==> config.mk <==
export PLATFORM = sky130hd
export DESIGN_NAME = ntss_mac
export DESIGN_NICKNAME = d
export VERILOG_FILES = /design/src/sv/nearest_track_segment_search_unit_defines.svh /design/src/sv/ntss_pkg.sv /design/src/sv/ntss_mac.sv
export SDC_FILE = /design/constraint.sdc
export NUM_CORES = 2
export LEC_CHECK = 0
export ABC_AREA = 0
export BUFFER_PORTS_ARGS = -buffer_cell sky130_fd_sc_hd__buf_4
export CAP_MARGIN = 20
export CORE_MARGIN = 10
export CORE_UTILIZATION = 35
export CTS_BUF_LIST = sky130_fd_sc_hd__clkbuf_2 sky130_fd_sc_hd__clkbuf_4 sky130_fd_sc_hd__clkbuf_8
export CTS_CLUSTER_SIZE = 25
export DETAILED_ROUTE_END_ITERATION = 10
export PLACE_DENSITY = 0.49
export SKIP_LAST_GASP = 1
export SLEW_MARGIN = 10
export SYNTH_ARGS = -nofsm -noshare
export SYNTH_HDL_FRONTEND = slang
export SYNTH_SLANG_ARGS = --single-unit
==> constraint.sdc <==
create_clock -name clk -period 18.4 [get_ports clk]
set_input_delay 0.92 -clock clk [delete_from_list [all_inputs] [get_ports clk]]
set_output_delay 0.92 -clock clk [all_outputs]
set_load 0.005 [all_outputs]
==> src/sv/nearest_track_segment_search_unit_defines.svh <==
// Assertion macros for the nearest track segment search unit.
// Expects clk and rst_n in the scope of each use.
`ifndef NEAREST_TRACK_SEGMENT_SEARCH_UNIT_DEFINES_SVH
`define NEAREST_TRACK_SEGMENT_SEARCH_UNIT_DEFINES_SVH

// Same-cycle implication.
`define NTSS_ASSERT_SAME(lbl, ante, cons, msg) \
  lbl: assert property (@(posedge clk) disable iff (!rst_n) (ante) |-> (cons)) \
    else $error(msg);

// Next-cycle implication.
`define NTSS_ASSERT_NEXT(lbl, ante, cons, msg) \
  lbl: assert property (@(posedge clk) disable iff (!rst_n) (ante) |=> (cons)) \
    else $error(msg);

`endif

==> src/sv/ntss_pkg.sv <==
// Package of the nearest track segment search unit: widths, codes, types.
// No dependencies.
package ntss_pkg;

  localparam int LAT_W     = 30;
  localparam int LON_W     = 31;
  localparam int ALT_W     = 24;
  localparam int DIST_W    = 26;
  localparam int CFG_W     = 31;
  localparam int CFG_IDX_W = 2;

  localparam logic [DIST_W-1:0] DIST_MAX     = {DIST_W{1'b1}};
  localparam logic [DIST_W-1:0] LIMIT_RESET  = DIST_W'(419430);
  localparam logic [63:0]       SQRT_BIT0    = 64'h4000_0000_0000_0000;
  localparam logic [63:0]       ROUND_HALF   = 64'h0000_0000_8000_0000;

  localparam logic [CFG_IDX_W-1:0] CFG_QUERY_LAT = 2'd0;
  localparam logic [CFG_IDX_W-1:0] CFG_QUERY_LON = 2'd1;
  localparam logic [CFG_IDX_W-1:0] CFG_LIMIT     = 2'd2;

  typedef enum logic [4:0] {
    ST_IDLE, ST_DIFF, ST_DOT0, ST_DOT1, ST_LEN0, ST_LEN1, ST_LWAIT, ST_DEC,
    ST_DIV, ST_OFFX, ST_OFFY, ST_SQX, ST_SQY, ST_SWAIT, ST_SINIT, ST_SQRT, ST_FIN
  } ntss_state_t;

  typedef enum logic {
    MODE_DIV,
    MODE_SQRT
  } iter_mode_t;

  typedef struct packed {
    logic        en;
    logic        clr;
    logic        neg;
    logic [31:0] a;
    logic [31:0] b;
  } mac_req_t;

  typedef struct packed {
    logic        start;
    iter_mode_t  mode;
    logic [63:0] a;
    logic [63:0] b;
  } iter_req_t;

  function automatic logic [31:0] mag32(input logic signed [31:0] v);
    mag32 = v[31] ? 32'(-v) : 32'(v);
  endfunction

endpackage

==> src/sv/ntss_mac.sv <==
// Shared 32x32 multiplier with registered product and signed 64-bit accumulator.
// Depends on ntss_pkg.
module ntss_mac import ntss_pkg::*; (
  input  logic               clk,
  input  logic               rst_n,
  input  mac_req_t           req,
  output logic [63:0]        prod,
  output logic signed [63:0] acc
);

  logic [63:0]        prod_r;
  logic               neg_r;
  logic               clr_r;
  logic               pend_r;
  logic signed [63:0] acc_r;
  logic signed [63:0] term;

  always_comb begin
    term = neg_r ? -signed'(prod_r) : signed'(prod_r);
  end

  always_ff @(posedge clk) begin
    if (!rst_n) begin
      pend_r <= 1'b0;
    end else begin
      pend_r <= req.en;
    end
  end

  always_ff @(posedge clk) begin
    if (req.en) begin
      prod_r <= req.a * req.b;
      neg_r  <= req.neg;
      clr_r  <= req.clr;
    end
    if (pend_r) begin
      acc_r <= (clr_r ? 64'sd0 : acc_r) + term;
    end
  end

  assign prod = prod_r;
  assign acc  = acc_r;

endmodule

==> results.tsv <==
stage	metric	value	unit
outcome	status	complete, no violations	
synth	synth_fa_ha_area_frac	0.519	
grt	first_global_vias	33300	
synth	ys_seq_elements	131	
synth	synth-simple-area-share	0.178	
synth	synth_area_leaders	fa_1 (42%), ha_1 (9.6%), edfxtp_1 (9.2%), and2_1 (9.0%), inv_1 (7.8%)	
route	antenna_left	0	
grt	grt_pass1_wl	207	mm
synth	avgSynthCellArea	9.24	um^2
synth	seq_area_frac_synth	0.0923	
clock_tree	cts_root_buf	clkbuf_8	
flow_run	maxCapViolCount	0	
route	drt_iter0_markers	1928	
die	initial_utilization	0.353	
clock_tree	hold_buffers	0	
sta	hold_violations	0	
route	firstDrtPassIters	7	
placement	dp_hpwl	102	mm
route	routed_wl	133	mm
cells_and_area	nets	5860	
worst_setup_path	crit_chain	buf_4 -> and2_1 -> fa_1 -> fa_1 -> inv_1 -> fa_1 -> fa_1 -> fa_1 -> inv_1 -> fa_1 -> fa_1 -> fa_1 -> ha_1 -> and4_1 -> and3_1 -> a22oi_1 -> a31oi_1 -> o211ai_1 -> o41a_1 -> o21ai_0 -> a211oi_1 -> o31ai_1 -> xor2_1	
clock_tree	ctsResizeCount	0	
grt	antenna_found_initial	2	
synth	netlist_area	42500	um^2
cells_and_area	final_util	0.378	
route	routedWlPerCell	21.4	um
worst_setup_path	crit_fanout	32	
die	rows	127	
route	drcViolationCount	0	
sta	tns	0	ns
clock_tree	cts_tree	built	
die	fp.dieW	368	um
synth	synth_top_area_frac	0.423	
worst_setup_path	slowest_delay	0.70	ns
route	routed-via-count	30900	
synth	synth_compound_area_frac	0.0724	
sta	fin_crit_sh	0.464	
worst_setup_path	crit_type	in2reg	
synth	synth_edf_count	130	
clock_tree	cts.clk_slew.worst_paths	0.07	ns
worst_setup_path	cp.arrival	8.80	ns
sta	finalSetupViolations	0	
sta	fin_skew	0.0305	ns
min_path	hold_path_class	in2reg	
synth	synthArstFlopShare	0	
sta	layout_min_cycle_time	8.54	ns
synth	synth_nets	5891	
cells_and_area	drive_above_1_share	0.0549	
grt	grt_max_degree	68	
synth	synth_cell_types	64	
sta	relSlewSlack	0.426	
synth	synth_top_cell_by_area	fa_1	
synth	synth-xor-area-share	0.0375	
synth	synth_top_family_by_area	adder cells	
synth	syn_inst	4598	
placement	dp.cells	6151	
clock_tree	cts_setup_buffers	0	
synth	ys.flop_type	edfxtp_1	
clock_tree	cts_made_buffers	25	
worst_setup_path	required	18.65	ns
die	die_h	368	um
sta	rsz0062_at_grt	no	
worst_setup_path	crit_top_cell	fa_1	
placement	place.gp.congestion	0.851	
cells_and_area	area_delta_synth_final	6.96	%
worst_setup_path	cp_slowest_cell	fa_1	
clock_tree	clkSinkCount	131	
die	die_area	136000	um^2
sta	hold_ws	0.579	ns
placement	io_buffers	196	
die	core_area	120000	um^2
worst_setup_path	startpoint_type	input port	
sta	maxSlewViolCount	0	
clock_tree	clock_path_buffers	3	
synth	yosysWarnings	0	
worst_setup_path	cp-end-kind	register	
sta	worst_slew_pin_slew	0.861	ns
route	viasPerCell	4.99	
grt	overflow	0	
cells_and_area	instances_no_fill	6184	
clock_tree	cts_max_level	4	
die	io_pins	197	
clock_tree	clk_latency	0.53	ns
sta	fmax	117	MHz
synth	muxShareOfSynthArea	0	
grt	grt_usage	0.196	
Yosys cell counts (all sizes together), types with 10 or more instances:
cell / n
a31oi: 11
edfxtp: 130
and2: 610
inv: 883
nor2: 66
nor3: 22
xor2: 48
o21bai: 23
o21ai: 105
a21o: 69
or3: 16
nand2: 532
xnor2: 134
ha: 327
nand4: 43
a21oi: 143
o41ai: 11
fa: 897
or4: 10
o211ai: 11
clkbuf: 257
o31ai: 26
nor2b: 74
and3: 14
a211oi: 12
nand3: 23
per-layer routing:
| metal | vias up | track usage | wire [um] |
|---|---|---|---|
| li1 | 14000 | - | - |
| met1 | 15800 | 0.285 | 62700 |
| met5 | - | 0 | 18 |
| met3 | 131 | 0.0292 | 8580 |
| met4 | 2 | 0.0424 | 2750 |
| met2 | 939 | 0.307 | 58600 |
cell usage in the layout (no fill, tap or decap), types with 23 or more instances in the layout:
cell type / instances
o21bai_1: 23
nand4_1: 43
xnor2_1: 134
clkbuf_8: 25
nor2b_1: 74
and2_1: 610
xor2_1: 48
a21oi_1: 143
buf_4: 199
edfxtp_1: 130
nor2_1: 66
ha_1: 327
nand3_1: 23
o31ai_1: 24
inv_1: 883
nand2_1: 532
o21ai_0: 103
fa_1: 897
a21o_1: 69
worst max-delay path, delay by kind of cell:
family / cells / cell delay (ns)
compound gates: 7 / 1.96
xor+xnor: 1 / 0.11
simple gates: 3 / 0.68
buf+inv: 3 / 0.59
fa+ha+maj: 9 / 4.51
through the flow:
step	instance area (um^2)	setup slack [ns]
after detailed placement	45000	9.32
after global routing	45400	9.50
final	45400	9.86
after CTS	45400	9.91
after floorplan	42500	10.55
after global placement	45000	9.29
flip-flops by register name (all words and copies together) (netlist names):
| signal | flops |
|---|---|
| acc | 64 |
| pend_r | 1 |
| prod | 64 |
| clr_r | 1 |
| neg_r | 1 |
worst paths after layout:
check | slack (ns) | depth (start not counted) | endpoint | start
setup / recovery | 9.86 | 23 | prod[60]$_DFFE_PP_ | req[9]
hold / removal | 0.58 | 1 | clr_r$_DFFE_PP_ | req[65]
setup reg to reg | 11.43 | 17 | acc[63]$_DFFE_PP_ | prod[3]$_DFFE_PP_
hold reg to reg | 0.71 | 2 | acc[0]$_DFFE_PP_ | acc[0]$_DFFE_PP_
final cells by class:
cell class / count / area (um^2)
fillers: 12400 / 74800
flip-flops and latches: 131 / 3930
inverters: 883 / 3310
clock inverters: 6 / 52.6
well taps: 1612 / 2020
multi-input cells: 3326 / 34300
diodes: 1 / 2.50
clock buffers: 25 / 344
repair buffers: 200 / 1510
logic make-up after synthesis:
logic type / after synthesis
xor+xnor: 182
flops: 131
buf+inv: 1141
simple gates: 1444
fa+ha+maj: 1224
compound gates: 476
Power is left out: the tool's default activity adds up to more than one toggle a clock period on the data nets, which glitch-free logic cannot reach.
